## config.mk

```make
export PLATFORM = sky130hd
export DESIGN_NAME = integral_current_pwm_regulator_core
export DESIGN_NICKNAME = d
export VERILOG_FILES = /design/src/rtl/core/icpr_pkg.sv /design/src/rtl/core/integral_current_pwm_regulator_core.sv
export SDC_FILE = /design/constraint.sdc
export NUM_CORES = 2
export LEC_CHECK = 0
export BUFFER_PORTS_ARGS = -buffer_cell sky130_fd_sc_hd__buf_2
export CAP_MARGIN = 20
export CORE_UTILIZATION = 52
export DETAILED_ROUTE_END_ITERATION = 10
export PLACE_DENSITY = 0.73
export RECOVER_POWER = 100
export SYNTH_ARGS = -nofsm -noshare
export SYNTH_HDL_FRONTEND = slang
export SYNTH_SLANG_ARGS = --single-unit
```

## constraint.sdc

```tcl
create_clock -name clk -period 9.58 [get_ports clk]
set_clock_uncertainty 0.15 [all_clocks]
set_input_delay 0.479 -clock clk [delete_from_list [all_inputs] [get_ports clk]]
set_output_delay 0.479 -clock clk [all_outputs]
set_load 0.01 [all_outputs]
```

## src/rtl/core/icpr_pkg.sv

```systemverilog
// Package with constants, microcode types and the control program of the regulator core.
`default_nettype none

package icpr_pkg;

  // Fixed-point constants (period and products carry 20 fraction bits).
  localparam int unsigned FRAC_BITS = 20;
  localparam logic [16:0] INTEG_MAX = 17'd102400;
  localparam logic [16:0] DUTY_ONE = 17'd65536;
  localparam logic [16:0] DUTY_HALF = 17'd32768;
  localparam logic [11:0] LIMIT_SCALE = 12'd3600;
  localparam logic [30:0] MIN_PERIOD = 31'(64'd10 << FRAC_BITS);
  localparam logic [34:0] MIN_PRODUCT = 35'(64'd100 << FRAC_BITS);
  localparam logic [3:0] PSC_MAX = 4'd10;

  // Register indexes of the configuration port.
  localparam logic REG_GAIN = 1'b0;
  localparam logic REG_DUTY = 1'b1;

  localparam logic [15:0] GAIN_RESET = 16'd23040;
  localparam logic [16:0] DUTY_RESET = 17'd32768;

  typedef logic [3:0] step_t;

  localparam step_t STEP_IDLE = 4'd0;
  localparam step_t STEP_INTEG = 4'd1;
  localparam step_t STEP_PERIOD = 4'd2;
  localparam step_t STEP_LIMIT = 4'd3;
  localparam step_t STEP_CLAMP = 4'd4;
  localparam step_t STEP_PSC = 4'd5;
  localparam step_t STEP_TLO = 4'd6;
  localparam step_t STEP_THI = 4'd7;
  localparam step_t STEP_TON = 4'd8;
  localparam step_t STEP_OUT = 4'd9;

  typedef enum logic [3:0] {
    OP_LOAD,
    OP_INTEG,
    OP_PERIOD,
    OP_LIMIT,
    OP_CLAMP,
    OP_PSC,
    OP_TLO,
    OP_THI,
    OP_TON,
    OP_OUT
  } op_t;

  typedef enum logic [2:0] {
    C_NEVER,
    C_ALWAYS,
    C_NO_INPUT,
    C_PSC_MORE,
    C_OUT_BUSY
  } cond_t;

  // One control word: datapath operation, jump condition, jump target.
  typedef struct packed {
    op_t   op;
    cond_t cond;
    step_t target;
  } ctrl_t;

  // Control program. A taken jump goes to target, otherwise to the next step.
  function automatic ctrl_t ucode(input step_t step);
    ctrl_t w;
    case (step)
      STEP_IDLE:   w = '{op: OP_LOAD,   cond: C_NO_INPUT, target: STEP_IDLE};
      STEP_INTEG:  w = '{op: OP_INTEG,  cond: C_NEVER,    target: STEP_IDLE};
      STEP_PERIOD: w = '{op: OP_PERIOD, cond: C_NEVER,    target: STEP_IDLE};
      STEP_LIMIT:  w = '{op: OP_LIMIT,  cond: C_NEVER,    target: STEP_IDLE};
      STEP_CLAMP:  w = '{op: OP_CLAMP,  cond: C_NEVER,    target: STEP_IDLE};
      STEP_PSC:    w = '{op: OP_PSC,    cond: C_PSC_MORE, target: STEP_PSC};
      STEP_TLO:    w = '{op: OP_TLO,    cond: C_NEVER,    target: STEP_IDLE};
      STEP_THI:    w = '{op: OP_THI,    cond: C_NEVER,    target: STEP_IDLE};
      STEP_TON:    w = '{op: OP_TON,    cond: C_OUT_BUSY, target: STEP_TON};
      STEP_OUT:    w = '{op: OP_OUT,    cond: C_ALWAYS,   target: STEP_IDLE};
      default:     w = '{op: OP_LOAD,   cond: C_ALWAYS,   target: STEP_IDLE};
    endcase
    return w;
  endfunction

endpackage

`default_nettype wire

```

## src/rtl/core/integral_current_pwm_regulator_core.sv

```systemverilog
// Top level of the integral current regulator that computes PWM timer settings.
// A new input word is accepted only in the idle step, so the core finishes one word
// before it takes the next. The prescaler search loop of the step sequencer adds
// one period per cycle, and the on-time step waits while the output register is full.
// Reset (rst_n low, synchronous) clears the integrator, empties the output
// register and loads the gain with 90.0 and the duty with one half.
`default_nettype none

module integral_current_pwm_regulator_core import icpr_pkg::*; (
  input  wire logic        clk,
  input  wire logic        rst_n,
  // Input stream.
  input  wire logic        in_tvalid,
  output logic             in_tready,
  input  wire logic [31:0] in_tdata,   // [15:0] target_current, [31:16] measured_current
  // Result stream.
  output logic             out_tvalid,
  input  wire logic        out_tready,
  output logic [31:0]      out_tdata,  // [10:0] cycle_counts, [21:11] on_counts,
                                       // [25:22] prescale, [31:26] zero
  // Configuration port.
  input  wire logic        cfg_psel,
  input  wire logic        cfg_penable,
  input  wire logic        cfg_pwrite,
  input  wire logic [2:0]  cfg_paddr,
  input  wire logic [31:0] cfg_pwdata,
  output logic [31:0]      cfg_prdata,
  output logic             cfg_pready
);

  // The sequencer walks a fixed program: load the word, update the
  // integrator, form the raw period, form the duty limit, clamp the period,
  // search the prescaler, form the on-time in two partial products, and
  // finally hand the result word to the output register.

  // Configuration registers.
  logic [15:0] gain_r, gain_nxt;
  logic [16:0] duty_r, duty_nxt;
  logic        cfg_wr;

  // Sequencer.
  step_t step_r, step_nxt;
  ctrl_t cw;
  logic  jump;

  // Datapath registers.
  logic signed [15:0] tgt_r, tgt_nxt;
  logic signed [15:0] meas_r, meas_nxt;
  logic [16:0] integ_r, integ_nxt;
  logic [32:0] mul_r, mul_nxt;
  logic [30:0] limit_r, limit_nxt;
  logic [16:0] dsat_r, dsat_nxt;
  logic [30:0] period_r, period_nxt;
  logic [34:0] prod_r, prod_nxt;
  logic [3:0]  psc_r, psc_nxt;
  logic [33:0] plo_r, plo_nxt;
  logic [34:0] phi_r, phi_nxt;
  logic [10:0] ton_r, ton_nxt;

  // Output register.
  logic        ovalid_r, ovalid_nxt;
  logic [10:0] ocyc_r, ocyc_nxt;
  logic [10:0] oon_r, oon_nxt;
  logic [3:0]  opsc_r, opsc_nxt;

  // Intermediate arithmetic.
  logic signed [18:0] acc;
  logic [16:0] dsat;
  logic [15:0] deff;
  logic [26:0] lim_prod;
  logic [32:0] pclip;
  logic        psc_more;
  logic [52:0] ton_sum;

  // APB side: writes take effect in the access cycle, reads are combinational.
  assign cfg_pready = 1'b1;
  assign cfg_wr = cfg_psel & cfg_penable & cfg_pwrite & cfg_pready;

  always_comb begin
    gain_nxt = gain_r;
    duty_nxt = duty_r;
    if (cfg_wr) begin
      case (cfg_paddr[2])
        REG_GAIN: gain_nxt = cfg_pwdata[15:0];
        REG_DUTY: duty_nxt = cfg_pwdata[16:0];
        default:  gain_nxt = gain_r;
      endcase
    end
  end

  always_comb begin
    case (cfg_paddr[2])
      REG_GAIN: cfg_prdata = {16'd0, gain_r};
      REG_DUTY: cfg_prdata = {15'd0, duty_r};
      default:  cfg_prdata = 32'd0;
    endcase
  end

  // Control word and jump decision.
  assign cw = ucode(step_r);
  assign psc_more = (prod_r < MIN_PRODUCT) && (psc_r < PSC_MAX);
  assign in_tready = (step_r == STEP_IDLE);

  always_comb begin
    case (cw.cond)
      C_NEVER:    jump = 1'b0;
      C_ALWAYS:   jump = 1'b1;
      C_NO_INPUT: jump = !in_tvalid;
      C_PSC_MORE: jump = psc_more;
      C_OUT_BUSY: jump = ovalid_r && !out_tready;
      default:    jump = 1'b0;
    endcase
    step_nxt = jump ? cw.target : step_t'(step_r + 4'd1);
  end

  // Arithmetic shared by the steps; each step uses at most one product.
  always_comb begin
    acc = $signed({2'b00, integ_r}) + 19'(tgt_r) - 19'(meas_r);
    // Duty above one saturates to one.
    dsat = (duty_r > DUTY_ONE) ? DUTY_ONE : duty_r;
    deff = (dsat > DUTY_HALF) ? 16'(DUTY_ONE - dsat) : 16'(dsat);
    lim_prod = 27'(deff * LIMIT_SCALE);
    // The upper limit is applied first, then the minimum period wins.
    pclip = (mul_r > {2'b00, limit_r}) ? {2'b00, limit_r} : mul_r;
    if (pclip < {2'b00, MIN_PERIOD}) begin
      pclip = {2'b00, MIN_PERIOD};
    end
    ton_sum = {1'b0, phi_r, 17'd0} + {19'd0, plo_r};
  end

  always_comb begin
    tgt_nxt = tgt_r;
    meas_nxt = meas_r;
    integ_nxt = integ_r;
    mul_nxt = mul_r;
    limit_nxt = limit_r;
    dsat_nxt = dsat_r;
    period_nxt = period_r;
    prod_nxt = prod_r;
    psc_nxt = psc_r;
    plo_nxt = plo_r;
    phi_nxt = phi_r;
    ton_nxt = ton_r;
    ocyc_nxt = ocyc_r;
    oon_nxt = oon_r;
    opsc_nxt = opsc_r;
    ovalid_nxt = ovalid_r && !out_tready;
    case (cw.op)
      OP_LOAD: begin
        if (in_tvalid) begin
          tgt_nxt = $signed(in_tdata[15:0]);
          meas_nxt = $signed(in_tdata[31:16]);
        end
      end
      OP_INTEG: begin
        if (acc < 0) begin
          integ_nxt = 17'd0;
        end else if (acc > $signed({2'b00, INTEG_MAX})) begin
          integ_nxt = INTEG_MAX;
        end else begin
          integ_nxt = acc[16:0];
        end
      end
      OP_PERIOD: mul_nxt = 33'(integ_r * gain_r);
      OP_LIMIT: begin
        limit_nxt = {lim_prod, 4'd0};
        dsat_nxt = dsat;
      end
      OP_CLAMP: begin
        period_nxt = pclip[30:0];
        prod_nxt = {4'd0, pclip[30:0]};
        psc_nxt = 4'd1;
      end
      OP_PSC: begin
        if (psc_more) begin
          prod_nxt = prod_r + {4'd0, period_r};
          psc_nxt = psc_r + 4'd1;
        end
      end
      OP_TLO: plo_nxt = 34'(dsat_r * prod_r[16:0]);
      OP_THI: phi_nxt = 35'(dsat_r * prod_r[34:17]);
      OP_TON: ton_nxt = ton_sum[46:36];
      OP_OUT: begin
        ovalid_nxt = 1'b1;
        ocyc_nxt = prod_r[30:20];
        oon_nxt = ton_r;
        opsc_nxt = psc_r;
      end
      default: ton_nxt = ton_r;
    endcase
  end

  always_ff @(posedge clk) begin
    if (!rst_n) begin
      step_r <= STEP_IDLE;
      ovalid_r <= 1'b0;
      integ_r <= 17'd0;
      gain_r <= GAIN_RESET;
      duty_r <= DUTY_RESET;
    end else begin
      step_r <= step_nxt;
      ovalid_r <= ovalid_nxt;
      integ_r <= integ_nxt;
      gain_r <= gain_nxt;
      duty_r <= duty_nxt;
    end
  end

  always_ff @(posedge clk) begin
    tgt_r <= tgt_nxt;
    meas_r <= meas_nxt;
    mul_r <= mul_nxt;
    limit_r <= limit_nxt;
    dsat_r <= dsat_nxt;
    period_r <= period_nxt;
    prod_r <= prod_nxt;
    psc_r <= psc_nxt;
    plo_r <= plo_nxt;
    phi_r <= phi_nxt;
    ton_r <= ton_nxt;
    ocyc_r <= ocyc_nxt;
    oon_r <= oon_nxt;
    opsc_r <= opsc_nxt;
  end

  assign out_tvalid = ovalid_r;
  assign out_tdata = {6'd0, opsc_r, oon_r, ocyc_r};

endmodule

`default_nettype wire
```

==> flow_metrics.tcl <==
set metrics [dict create \
    path_buf_inv 6 \
    post-dp-hpwl_um 82000 \
    yosysWarnings 0 \
    yosysSeqAreaShare_pct 20.0 \
    cp_top_family "adder cells" \
    multi_input_area_um2 31300 \
    routed_wl_um 108000 \
    status "finished, violations left" \
    vias 32300 \
    vias_per_cell 5.41 \
    whs_path_depth 3 \
    antenna_found_initial 2 \
    firstDrtPassIters 5 \
    reg2reg_slack_ns 1.42 \
    min_to "gain_r[9]$_SDFFE_PN1P_" \
    synthCells 4750 \
    core-area_um2 85400 \
    fillerInstances 7468 \
    slew_violations 340 \
    ys_ff_latch 321 \
    final_nets 6022 \
    crit_top_cell "fa_1" \
    maxCapViolCount 12 \
    fp.dieH_um 296 \
    hold_path_class "in2reg" \
    detail-route-antenna-nets 0 \
    finalSetupTns_ns 0 \
    clk_path_buf_depth 3 \
    portBuffers 101 \
    crit_path_start_kind "flip-flop" \
    syn-cell-area_um2 44900 \
    crit_slowest_cell "edfxtp_1" \
    start_util_pct 52.6 \
    final_cell_mix "1,010 x inv_1, 699 x fa_1, 659 x nand2_1" \
    yosys_most_used_dff "edfxtp_1" \
    cts-htree-levels 2 \
    critPathArrivalTime_ns 8.31 \
    cts_sinks 321 \
    yosys.cell_types.count 70 \
    synthToLayoutAreaGrowth_pct 7.03 \
    cp_num_cells 24 \
    max_freq_mhz 123 \
    post-cts-setup-buffer-count 0 \
    cp_max_fo 16 \
    cts_tree "yes" \
    cts_resized 0 \
    clk_pin_slew_ns 0.06 \
    dieArea_um2 87600 \
    layout-drive-gt1-share_pct 4.12 \
    grt_usage_pct 25.6 \
    clk_latency_ns 0.59 \
    grt_pass1_vias 33600 \
    route.detailed.drc 0 \
    r2r_cells 24 \
    synth_async_sr_flop_share_pct 0 \
    finalCritPeriodShare_pct 85.2 \
    die_w_um 296 \
    finalSetupViolCount 0 \
    cp-end-kind "flip-flop" \
    rsz0062_at_grt "false" \
    wl_met1_um 44400 \
    wl_met3_um 7780 \
    worstMarginPinSlew_ns 3.05 \
    post_drt_wl_per_cell_um 18.0 \
    r2r-end "phi_r[29]$_DFFE_PN_" \
    max_stage_delay_ns 1.14 \
    ff_latch_area_um2 9010 \
    rows 107 \
    r2r-start "dsat_r[3]$_DFFE_PN_" \
    synth_edf_count 258 \
    highest_layer "met5" \
    hold_path.startpoint "cfg_pwdata[9]" \
    cts_buffers 38 \
    hold_viol 0 \
    wl_met2_um 51100 \
    first_iter_violations 2145 \
    ios 141 \
    period_needed_ns 8.16 \
    gp_congestion 0.908 \
    grt-ovfl-total 0 \
    grt_pass1_wl_um 176000 \
    whs_ns 0.0201 \
    final_common_cell "inv_1" \
    cts_hold_buf 43 \
    crit_chain "clkbuf_1 -> nand2_1 -> fa_1 -> inv_1 -> fa_1 -> inv_1 -> fa_1 -> inv_1 -> fa_1 -> fa_1 -> inv_1 -> fa_1 -> inv_1 -> ha_1 -> or3_1 -> a211oi_1 -> o31ai_1 -> nand4_1 -> a31oi_1 -> a21o_1 -> nand2b_1 -> a21boi_0 -> o41ai_1 -> xnor2_1" \
    crit_type "reg2reg" \
    avgSynthCellArea_um2 9.46 \
    grt_max_degree 43 \
    worstPathRequired_ns 9.73 \
    violations "max-capacitance violations, max-slew violations" \
    root_buffer "clkbuf_16" \
    max_slew_margin_pct -104 \
]
state kept, by name, indices dropped and copies added, names as in the netlist:
signal and count:
prod_r 35, mul_r 33, period_r 31, phi_r 30
limit_r 22, dsat_r 17, duty_r 17, integ_r 17
plo_r 17, gain_r 16, meas_r 16, tgt_r 16
ocyc_r 11, oon_r 11, ton_r 11, cw 8
opsc_r 4, psc_r 4, step_r 4, out_tvalid 1
metrics by stage:
stage | cell area [um^2] | instances | setup WS [ns] | util (%)
finish | 48100 | 5973 | 1.42 | 56.3
CTS | 48300 | 5969 | 1.90 | 56.5
detailed placement | 46600 | 5859 | 1.90 | 54.5
global placement | 46600 | 5858 | 2.04 | 54.5
floorplan | 45000 | 4770 | 2.85 | -
global route | 48100 | 5972 | 1.06 | 56.3
cell type report:
type | count | area share [%]
Clock inverter | 22 | 0.528
Timing Repair Buffer | 208 | 2.69
Sequential cell | 321 | 18.7
Tap cell | 1144 | 2.98
Multi-Input combinational cell | 3222 | 65.1
Inverter | 1010 | 7.88
Antenna cell | 1 | 0.00520
Clock buffer | 45 | 2.10
Yosys cell counts, drive strengths merged, types with 13 or more instances:
master | count | share of area, %
o21bai | 22 | 0.37
nor2b | 31 | 0.43
nand2 | 659 | 5.5
nand4 | 15 | 0.21
a22o | 15 | 0.29
o21a | 29 | 0.48
xor2 | 45 | 0.88
edfxtp | 258 | 17
and2 | 370 | 5.2
a21o | 61 | 1.0
fa | 699 | 31
nor2 | 129 | 1.1
nor3 | 38 | 0.42
mux2 | 34 | 0.85
ha | 448 | 12
nand3 | 35 | 0.39
or3 | 17 | 0.24
nor4 | 13 | 0.18
inv | 1010 | 8.4
xnor2 | 110 | 2.1
dfxtp | 63 | 2.8
o21ai | 82 | 0.91
a21boi | 35 | 0.58
o31ai | 21 | 0.35
buf | 27 | 0.42
and3 | 23 | 0.32
nand2b | 21 | 0.29
a21oi | 112 | 1.3
clkbuf | 190 | 1.6
per-layer routing:
layer	up-vias	global-route usage, %
li1	14800	-
met1	16200	33.9
met2	1125	42.6
met3	228	3.86
met4	2	9.59
met5	-	0
kinds of logic after synthesis:
kind of cell	Yosys count	synth area share, %
simple gates	1383	14.8
buf+inv	1227	10.4
fa+ha+maj	1149	43.7
compound gates	468	6.95
flops	321	20.0
xor+xnor	155	3.02
mux	45	1.10
other cells	2	0.0167
tightest hold or removal path, stage by stage:
cell and delay (ns):
buf_2 0.12, nand2_1 0.05, nand3_1 0.07
worst max-delay path by stage:
stage,endpoint,startpoint
after global routing,phi_r[29]$_DFFE_PN_,dsat_r[3]$_DFFE_PN_
after detailed placement,phi_r[29]$_DFFE_PN_,dsat_r[2]$_DFFE_PN_
final,phi_r[29]$_DFFE_PN_,dsat_r[3]$_DFFE_PN_
after global placement,phi_r[29]$_DFFE_PN_,dsat_r[2]$_DFFE_PN_
after CTS,phi_r[29]$_DFFE_PN_,dsat_r[2]$_DFFE_PN_
after floorplan,plo_r[33]$_DFFE_PN_,prod_r[8]$_DFFE_PP_
Power is not shown: default switching activity piles up to over one toggle a cycle in this logic, so the estimate is an artifact.
